--- src/rtl/gep_pkg.sv ---
// Package for the guide-error to pulse converter: widths, event codes,
// register indexes and the structs passed between the top level and the axis unit.
// No dependencies.
package gep_pkg;

   localparam int unsigned ERR_W   = 24;
   localparam int unsigned MAG_W   = 24;
   localparam int unsigned RATE_W  = 24;
   localparam int unsigned GAIN_W  = 12;
   localparam int unsigned MS_W    = 16;
   localparam int unsigned CSR_W   = 24;
   localparam int unsigned CSR_IDX_W = 3;
   localparam int unsigned PROD_W  = 48;
   localparam int unsigned NUM_W   = 37;
   localparam int unsigned ACC_W   = 50;
   localparam int unsigned SROOT_W = 24;
   localparam int unsigned SREM_W  = 26;
   localparam int unsigned CNT_W   = 6;

   localparam int unsigned PULSE_STEPS = NUM_W;
   localparam int unsigned DIV_STEPS   = ACC_W;
   localparam int unsigned SQRT_STEPS  = SROOT_W;

   localparam logic [3:0] DIV_TEN = 4'd10;
   localparam logic [GAIN_W-1:0] GAIN_UNITY = 12'd256;

   localparam logic [1:0] FUNC_STEP  = 2'd0;
   localparam logic [1:0] FUNC_START = 2'd1;
   localparam logic [1:0] FUNC_STOP  = 2'd2;

   localparam logic [CSR_IDX_W-1:0] CSR_RA_RATE    = 3'd0;
   localparam logic [CSR_IDX_W-1:0] CSR_DEC_RATE   = 3'd1;
   localparam logic [CSR_IDX_W-1:0] CSR_CALIBRATED = 3'd2;
   localparam logic [CSR_IDX_W-1:0] CSR_AGGRESSION = 3'd3;
   localparam logic [CSR_IDX_W-1:0] CSR_FLIP_RA    = 3'd4;
   localparam logic [CSR_IDX_W-1:0] CSR_FLIP_DEC   = 3'd5;
   localparam logic [CSR_IDX_W-1:0] CSR_MIN_PULSE  = 3'd6;
   localparam logic [CSR_IDX_W-1:0] CSR_MAX_PULSE  = 3'd7;

   typedef struct packed {
      logic              calibrated;
      logic [GAIN_W-1:0] aggression;
      logic              invert;
      logic [MS_W-1:0]   min_pulse;
      logic [MS_W-1:0]   max_pulse;
   } gep_axis_cfg_type;

   typedef struct packed {
      logic [MS_W-1:0]  pulse_ms;
      logic             dir;
      logic [MAG_W-1:0] rms;
   } gep_axis_res_type;

endpackage

--- src/rtl/gep_axis.sv ---
// One guide axis: pulse length by bit-serial division and smoothed RMS by
// a bit-serial divide by ten followed by a bit-serial square root.
// Depends on gep_pkg.
module gep_axis import gep_pkg::*; (
   input  logic                clock,
   input  logic                reset,
   input  logic                start,
   input  logic [MAG_W-1:0]    mag,
   input  logic                pos,
   input  logic [RATE_W-1:0]   rate,
   input  logic [MAG_W-1:0]    r_old,
   input  logic                first,
   input  gep_axis_cfg_type    cfg,
   output logic                done,
   output gep_axis_res_type    res
);

   typedef enum logic [7:0] {
      AX_IDLE = 8'b0000_0001,
      AX_MULA = 8'b0000_0010,
      AX_MULB = 8'b0000_0100,
      AX_MULC = 8'b0000_1000,
      AX_SUM  = 8'b0001_0000,
      AX_DIV  = 8'b0010_0000,
      AX_SQRT = 8'b0100_0000,
      AX_DONE = 8'b1000_0000
   } ax_state_type;

   ax_state_type        state_ff, state_in;
   logic [CNT_W-1:0]    cnt_ff, cnt_in;
   logic [MAG_W-1:0]    mag_ff, mag_in;
   logic                pos_ff, pos_in;
   logic [RATE_W-1:0]   rate_ff, rate_in;
   logic [MAG_W-1:0]    r_ff, r_in;
   logic                first_ff, first_in;
   logic [PROD_W-1:0]   prod_ff, prod_in;
   logic [NUM_W-1:0]    num_ff, num_in;
   logic [RATE_W:0]     drem_ff, drem_in;
   logic [MS_W-1:0]     q_ff, q_in;
   logic                ovf_ff, ovf_in;
   logic [ACC_W-1:0]    acc_ff, acc_in;
   logic [3:0]          rem10_ff, rem10_in;
   logic [SREM_W-1:0]   srem_ff, srem_in;
   logic [SROOT_W-1:0]  root_ff, root_in;

   logic [GAIN_W-1:0]   gain_eff;
   logic [MAG_W-1:0]    mul_a, mul_b;
   logic [PROD_W-1:0]   mul_p;
   logic [RATE_W+1:0]   d_rem2;
   logic [RATE_W:0]     d_div;
   logic                d_ge;
   logic [4:0]          t_rem2;
   logic                t_ge;
   logic [SREM_W+1:0]   s_rem2, s_trial;
   logic                s_ge;
   logic [MS_W-1:0]     ceiling;
   logic [MS_W-1:0]     ms;

   assign gain_eff = (cfg.aggression == '0) ? GAIN_UNITY : cfg.aggression;

   always_comb begin
      mul_a = mag_ff;
      mul_b = MAG_W'(gain_eff);
      case (state_ff)
         AX_MULB: begin
            mul_a = r_ff;
            mul_b = r_ff;
         end
         AX_MULC: begin
            mul_a = mag_ff;
            mul_b = mag_ff;
         end
         default: begin
         end
      endcase
   end

   assign mul_p = PROD_W'(mul_a) * PROD_W'(mul_b);

   assign d_div  = {rate_ff, 1'b0};
   assign d_rem2 = {drem_ff, num_ff[NUM_W-1]};
   assign d_ge   = d_rem2 >= {1'b0, d_div};

   assign t_rem2 = {rem10_ff, acc_ff[ACC_W-1]};
   assign t_ge   = t_rem2 >= {1'b0, DIV_TEN};

   assign s_rem2  = {srem_ff, acc_ff[2*SROOT_W-1 -: 2]};
   assign s_trial = {2'b00, root_ff, 2'b01};
   assign s_ge    = s_rem2 >= s_trial;

   always_comb begin
      state_in = state_ff;
      cnt_in   = cnt_ff;
      mag_in   = mag_ff;
      pos_in   = pos_ff;
      rate_in  = rate_ff;
      r_in     = r_ff;
      first_in = first_ff;
      prod_in  = prod_ff;
      num_in   = num_ff;
      drem_in  = drem_ff;
      q_in     = q_ff;
      ovf_in   = ovf_ff;
      acc_in   = acc_ff;
      rem10_in = rem10_ff;
      srem_in  = srem_ff;
      root_in  = root_ff;
      case (state_ff)
         AX_IDLE: begin
            if (start) begin
               mag_in   = mag;
               pos_in   = pos;
               rate_in  = rate;
               r_in     = r_old;
               first_in = first;
               state_in = AX_MULA;
            end
         end
         AX_MULA: begin
            prod_in  = mul_p;
            state_in = AX_MULB;
         end
         AX_MULB: begin
            num_in   = {prod_ff[NUM_W-2:0], 1'b0} + NUM_W'(rate_ff);
            prod_in  = mul_p;
            state_in = AX_MULC;
         end
         AX_MULC: begin
            acc_in   = {prod_ff[ACC_W-4:0], 3'b000} + ACC_W'(prod_ff[ACC_W-4:0]);
            prod_in  = mul_p;
            state_in = AX_SUM;
         end
         AX_SUM: begin
            acc_in   = acc_ff + ACC_W'(prod_ff[ACC_W-4:0]);
            cnt_in   = '0;
            drem_in  = '0;
            q_in     = '0;
            ovf_in   = 1'b0;
            rem10_in = '0;
            state_in = AX_DIV;
         end
         AX_DIV: begin
            if (cnt_ff < CNT_W'(PULSE_STEPS)) begin
               num_in  = {num_ff[NUM_W-2:0], 1'b0};
               drem_in = d_ge ? (RATE_W+1)'(d_rem2 - {1'b0, d_div})
                              : (RATE_W+1)'(d_rem2);
               q_in    = {q_ff[MS_W-2:0], d_ge};
               ovf_in  = ovf_ff | q_ff[MS_W-1];
            end
            rem10_in = t_ge ? 4'(t_rem2 - {1'b0, DIV_TEN}) : t_rem2[3:0];
            acc_in   = {acc_ff[ACC_W-2:0], t_ge};
            cnt_in   = cnt_ff + 1'b1;
            if (cnt_ff == CNT_W'(DIV_STEPS - 1)) begin
               cnt_in   = '0;
               srem_in  = '0;
               root_in  = '0;
               state_in = AX_SQRT;
            end
         end
         AX_SQRT: begin
            srem_in = s_ge ? SREM_W'(s_rem2 - s_trial) : SREM_W'(s_rem2);
            root_in = {root_ff[SROOT_W-2:0], s_ge};
            acc_in  = {acc_ff[ACC_W-3:0], 2'b00};
            cnt_in  = cnt_ff + 1'b1;
            if (cnt_ff == CNT_W'(SQRT_STEPS - 1)) begin
               state_in = AX_DONE;
            end
         end
         AX_DONE: begin
            state_in = AX_IDLE;
         end
         default: begin
            state_in = AX_IDLE;
         end
      endcase
   end

   always_ff @(posedge clock) begin
      if (reset) begin
         state_ff <= AX_IDLE;
      end else begin
         state_ff <= state_in;
      end
      cnt_ff   <= cnt_in;
      mag_ff   <= mag_in;
      pos_ff   <= pos_in;
      rate_ff  <= rate_in;
      r_ff     <= r_in;
      first_ff <= first_in;
      prod_ff  <= prod_in;
      num_ff   <= num_in;
      drem_ff  <= drem_in;
      q_ff     <= q_in;
      ovf_ff   <= ovf_in;
      acc_ff   <= acc_in;
      rem10_ff <= rem10_in;
      srem_ff  <= srem_in;
      root_ff  <= root_in;
   end

   // An overflowed quotient is above any ceiling, so it clamps.
   always_comb begin
      ceiling = (cfg.max_pulse > cfg.min_pulse) ? cfg.max_pulse : cfg.min_pulse;
      ms = '0;
      if (cfg.calibrated && (rate_ff != '0)) begin
         if (ovf_ff) begin
            ms = ceiling;
         end else if ((q_ff != '0) && (q_ff >= cfg.min_pulse)) begin
            ms = (q_ff > ceiling) ? ceiling : q_ff;
         end
      end
   end

   assign done         = state_ff == AX_DONE;
   assign res.pulse_ms = ms;
   assign res.dir      = (ms != '0) && (pos_ff != cfg.invert);
   assign res.rms      = first_ff ? mag_ff : root_ff;

endmodule

--- config.mk ---
export PLATFORM = sky130hd
export DESIGN_NAME = gep_axis
export DESIGN_NICKNAME = d
export VERILOG_FILES = /design/src/rtl/gep_pkg.sv /design/src/rtl/gep_axis.sv
export SDC_FILE = /design/constraint.sdc
export NUM_CORES = 2
export LEC_CHECK = 0
export BUFFER_PORTS_ARGS = -buffer_cell sky130_fd_sc_hd__buf_2
export CORE_ASPECT_RATIO = 1.2
export CORE_MARGIN = 2
export CORE_UTILIZATION = 30
export DETAILED_ROUTE_END_ITERATION = 12
export GPL_ROUTABILITY_DRIVEN = 0
export RECOVER_POWER = 50
export SYNTH_ARGS = -nofsm -noshare
export SYNTH_HDL_FRONTEND = slang
export SYNTH_SLANG_ARGS = --single-unit
--- constraint.sdc ---
create_clock -name clock -period 15.78 [get_ports clock]
set_clock_uncertainty 0.1 [all_clocks]
set_input_delay 2.367 -clock clock [delete_from_list [all_inputs] [get_ports clock]]
set_output_delay 2.367 -clock clock [all_outputs]
set_load 0.01 [all_outputs]
== Word level (Yosys, flattened, before mapping) ==
Cells that the tools add are included.

* Register bits after elaboration: 318
* Bits of input ports: 123
* Output and inout port bits: 42
* Word-level logic and storage cells: 97

* Add/sub/neg operators: 7
* $mul: 1
* $lt $le $gt $ge: 7
* Equal/unequal tests: 15
* Mux-type cells: 32
* Bitwise logic cells: 1
* Reduce and logical (&&, ||, !) cells: 18

{| class="wikitable"
|+ Operators with widths
! cell !! number
|-
| case mux 50 bit (4 select lines) || 1
|-
| adder 50 x 47 -> 50 bit || 2
|-
| 2-to-1 mux 16 bit || 6
|-
| case mux 24 bit (2 select lines) || 2
|-
| case mux 37 bit (2 select lines) || 1
|-
| 2-to-1 mux 24 bit || 3
|-
| case mux 8 bit (7 select lines) || 1
|-
| 2-to-1 mux 26 bit || 2
|-
| case mux 26 bit (2 select lines) || 1
|-
| 2-to-1 mux 25 bit || 2
|-
| case mux 25 bit (2 select lines) || 1
|-
| multiplier 24 x 24 -> 47 bit || 1
|-
| adder 37 x 24 -> 37 bit || 1
|-
| 2-to-1 mux 37 bit || 1
|-
| > comparator 16 bit || 2
|-
| case mux 16 bit (2 select lines) || 1
|-
| nonzero test 16 bit || 2
|-
| greater-or-equal comparator 28 x 26 -> 1 bit || 1
|-
| greater-or-equal comparator 26 x 25 -> 1 bit || 1
|-
| subtractor 26 bit || 1
|-
| subtractor 25 bit || 1
|-
| 2-to-1 mux 8 bit || 3
|-
| nonzero test 24 bit || 1
|-
| case mux 6 bit (3 select lines) || 1
|-
| 32 further kinds || 42
|}

== Depth between registers and ports, before layout ==
* Depth after elaboration: 9
* Mapped depth: 35
* Depth with buffers taken out: 32

== Worst setup path after synthesis ==
No wires, ideal clock.

* Path type: input to register
* From: input cfg[35] (netlist bit)
* To: register prod_ff[28] (data pin)
* Setup time: 0.260 ns
* Data arrival time: 9.172 ns
* Required time: 15.420 ns
* Path slack: 6.248 ns
* Stages: 28
* Buffers on the path: 1
* Cells stage by stage: nor3_1 a31oi_1 nor3_1 a221oi_1 clkbuf_1 nor2_1 fa_1 fa_1 inv_1 fa_1 fa_1 inv_1 fa_1 fa_1 inv_1 fa_1 inv_1 ha_1 a21o_1 a21o_1 a21oi_1 o21ai_0 a221oi_1 nand2_1 a31oi_1 o21ai_0 or2_2 xor2_1

* Cells in the longest elaborated chain, start to end: 4

{| class="wikitable"
|+ Ends and longest elaborated chain
! what !! RTL line !! RTL
|-
| start, declared || gep_axis.sv:13 || <nowiki>input gep_axis_cfg_type cfg,</nowiki>
|-
| logical NOT 12 bit || gep_axis.sv:59 || <nowiki>assign gain_eff = (cfg.aggression == '0) ? GAIN_UNITY : cfg.aggression;</nowiki>
|-
| 2-to-1 mux 12 bit (*) || gep_axis.sv:59 ||
|-
| case mux 24 bit (2 select lines) (*) || gep_axis.sv:64 || <nowiki>case (state_ff)</nowiki>
|-
| multiplier 24 x 24 -> 47 bit (*) || gep_axis.sv:78 || <nowiki>assign mul_p = PROD_W'(mul_a) * PROD_W'(mul_b);</nowiki>
|-
| net mul_p[28] || gep_axis.sv:48 || <nowiki>logic [PROD_W-1:0] mul_p;</nowiki>
|-
| end signal, assigned || gep_axis.sv:190 || <nowiki>prod_ff <= prod_in;</nowiki>
|-
| end, declared || gep_axis.sv:36 || <nowiki>logic [PROD_W-1:0] prod_ff, prod_in;</nowiki>
|}

Mark *: on every way through the listed nets, which the timed path passes. The rest lies on a longest branch.
A chain may end at the register's enable or synchronous reset.

== Worst setup path after layout ==
* From: register state_ff[7]
* To: register prod_ff[45] (data pin)

* Cells in the longest elaborated chain, start to end: 3
* Elaborated cells on any way between the ends: 5
* Classes of those cells: mul (1); eq/ne (2); mux (2)

{| class="wikitable"
|+ Ends and longest elaborated chain
! what !! RTL line !! RTL
|-
| start, declared || gep_axis.sv:29 || <nowiki>ax_state_type state_ff, state_in;</nowiki>
|-
| start signal, assigned || gep_axis.sv:182 || <nowiki>state_ff <= state_in;</nowiki>
|-
| equality test 8 x 4 -> 1 bit / equality test 8 x 3 -> 1 bit (equally long branches) || gep_axis.sv:64 ||
|-
| case mux 24 bit (2 select lines) / 2-to-1 mux 24 bit (equally long branches) || gep_axis.sv:64 ||
|-
| multiplier 24 x 24 -> 47 bit (*) || gep_axis.sv:78 ||
|-
| net mul_p[45] || gep_axis.sv:48 ||
|}

Marked as above.

==> results.md <==
* Final setup vio count at 0
* Post-Syn Nets at 5,525
* Worst reg2reg startpoint: state_ff[7]$_SDFFE_PP0P_
* Iteration count of the initial detailed-routing pass at 9
* HP Class: register to register
* Antenna viol nets, final at 0
* Worst-Margin Slew at about 4300 ps
* Library cells used by synthesis at 91
* Io pins at 165
* Seq/Total Area, Yosys at 0.230
* Number of global-route vias before repair at roughly 34k
* Die height at a little over 400 um
* Top_reg_cell synth: edfxtp_1
* Failing checks: max-capacitance violations, max-slew violations
* Maximum capacitance violations at 8
* CP startpoint kind: register
* TritonCTS Buffers at 40
* Reg2reg end: prod_ff[45]$_DFFE_PP_
* # H-tree levels at 2
* Cells after Synth at around 4.5k
* Initial antenna violation count at 0
* Slowest cell on crit path: a21oi_2
* Worst Path Max Fanout at 21
* Most crowded layer after global routing: met2
* Status: finished with violations
* Min Tclk post-route at approximately 11,000 ps
* Reg2Reg Setup Slack at 4950 ps
* Bufs on Longest Clock Path at 3
* Final #Nets at 5,622
* Routed wire length at about 120 mm
* Total grt overflow at 0
* Number of synthesized register bits at about 320
* Core Region at around 0.14 sq mm
* CP peak stage delay at approximately 1300 ps
* Slew Limit Fails at 441
* Ys Warns at 0
* Biggest area consumer among synthesized cells: fa_1
* Clock Latency Late Sink at 640 ps
* Crit Path Class: register to register
* Hold Violations, Final at 0
* Met3 Resource Use GR at 0.0309
* M1 GR Usage at 0.222
* Clock tree sinks at ~320
* Share of layout cells above drive strength 1 at 0.0747
* Layout filler cell count at between 10k and 15k
* Fraction of registers with async set/reset at 0
* Number of synthesized flops with an enable pin at just over 300
* Area Growth Syn to Fin at 10.7%
* First-pass GRT wire length at 193 mm
* Die Width at approximately 340 um
* Hold-fix buffers, CTS at 0
* GRT met2 Usage at 0.287
* Crit path to: prod_ff[45]$_DFFE_PP_
* Hold depth at 2
* Average cell area after synthesis at 9.10 sq um
* Worst-path clk slew at 60 ps
* Detailed-route via count at about 33k
* # rows at around 150
* Worst Path Required at 15,980 ps
* Mapped Area at a little over 0.04 sq mm
* Yosys top cell area share at 0.235
* RSZ-0062 raised after global routing: false
* R2R cell count at 31
* Setup TNS at 0 ps
* # port buffers at around 160
* Worst Setup SP: state_ff[7]$_SDFFE_PP0P_
* Crit. End Element: register
* Postcts setup bufs at 0
* Root Buffer: clkbuf_16
* Die area at 0.140 sq mm
* Fin crit share at 0.686
* Post-DP HPWL at 97.5 mm
* Pin count of the biggest net entering global routing at a little over 100
* Synth top area cells: fa_1 24%, edfxtp_1 23%, ha_1 12%
* # resized after CTS at 0
* Diodes inserted at 0
* TritonCTS clock tree: yes
* Max Fclk at between 0.09 and 0.1 GHz
* Total track usage at 0.175
* DRT iter0 DRCs at between 2k and 3k
* Routed wire per std cell at around 19 um
* Crit path DAT at between 10,000 and 15,000 ps
* Drt via density at just over 5
* DRC viols at 0
* Worst relative slew slack at -1.85
* Starting Density at 0.301
[layer usage]
layer,vias up,share of wire
met3,276,0.077
met4,0,0.053
met5,-,0
met1,16443,0.41
met2,1235,0.46
li1,15363,-
[flip-flops by register name, summed over array words and instances (netlist names), 6 cells and up]
signal and flops:
rate_ff 24, root_ff 24, srem_ff 26, drem_ff 25, r_ff 24, q_ff 16, num_ff 37, state_ff 8
mag_ff 24, prod_ff 47, cnt_ff 6, acc_ff 50
[worst max-delay path, delay by kind of cell, from the launching register on]
kind / cells / cell delay [ps]
adders and majority gates: 8 / 4030
AOI/OAI and AO/OA: 8 / 2980
and+or+nand+nor: 6 / 1680
buffers and inverters: 8 / 1250
DFF: 1 / 350
xor gates and xnor gates: 1 / 100
[Yosys cell counts, drive strengths merged, types with 76 or more instances]
cell    instances
nand2         516
xor2           76
nor2          490
a21o          127
a21oi         236
inv           709
ha            385
xnor2         118
o21ai         178
clkbuf        141
fa            485
edfxtp        310
[area by class of cell]
type | count | area, sq um | area share
clock buffer | 41 | 1010 | 0.0222
clock inverter | 31 | 393 | 0.00861
inverter | 709 | 2660 | 0.0583
multi-input combinational | 3338 | 28600 | 0.627
sequential | 318 | 9470 | 0.207
tap | 1812 | 2270 | 0.0497
timing repair buffer | 222 | 1220 | 0.0267
[worst min-delay path by stage]
stage / start / endpoint / slack, ps
after floorplan: num_ff[12]$_DFFE_PP_ / num_ff[13]$_DFFE_PP_ / 380
after CTS: num_ff[6]$_DFFE_PP_ / num_ff[7]$_DFFE_PP_ / 370
after global placement: num_ff[0]$_SDFFCE_PP0P_ / num_ff[1]$_DFFE_PP_ / 410
after global routing: num_ff[6]$_DFFE_PP_ / num_ff[7]$_DFFE_PP_ / 400
final: num_ff[6]$_DFFE_PP_ / num_ff[7]$_DFFE_PP_ / 380
after detailed placement: num_ff[0]$_SDFFCE_PP0P_ / num_ff[1]$_DFFE_PP_ / 410
[through the flow]
stage               hold slack, ps  cells  utilization  cell area (sq um)  setup slack, ps
finish                         384   6471        0.333              45700             4950
global placement               405   6399        0.323              44300             5180
floorplan                      384   4532            -              41200             6250
global route                   397   6471        0.333              45700             4370
CTS                            369   6471        0.334              45700             5060
detailed placement             405   6399        0.323              44300             5110
[placed cells by master, fill, tap and decap left out, types with 25 or more instances in the layout]
| master | n |
|---|---|
| o21bai_1 | 25 |
| a31oi_1 | 27 |
| xor2_1 | 76 |
| and2_1 | 43 |
| buf_4 | 50 |
| o21a_1 | 33 |
| o21ai_0 | 164 |
| nor2_1 | 489 |
| nor2b_1 | 25 |
| a222oi_1 | 43 |
| a211oi_1 | 43 |
| xnor2_1 | 118 |
| nand3_1 | 52 |
| nor3_1 | 47 |
| nand2_1 | 512 |
| a21oi_1 | 224 |
| edfxtp_1 | 310 |
| nand4_1 | 25 |
| inv_1 | 709 |
| nand2b_1 | 40 |
| fa_1 | 485 |
| a21o_1 | 127 |
| mux2i_1 | 44 |
| clkbuf_16 | 40 |
| buf_2 | 159 |
| ha_1 | 385 |
[kinds of logic after synthesis]
family	share of synthesized area
multiplexers	0.0112
XOR/XNOR	0.0412
adder cells (fa/ha/maj)	0.352
buffers and inverters	0.0802
flip-flops	0.230
AND/OR/NAND/NOR	0.148
AO/OA/AOI/OAI	0.138
Power is not shown: default switching activity piles up to over one toggle a cycle in this logic, so the estimate is an artifact.
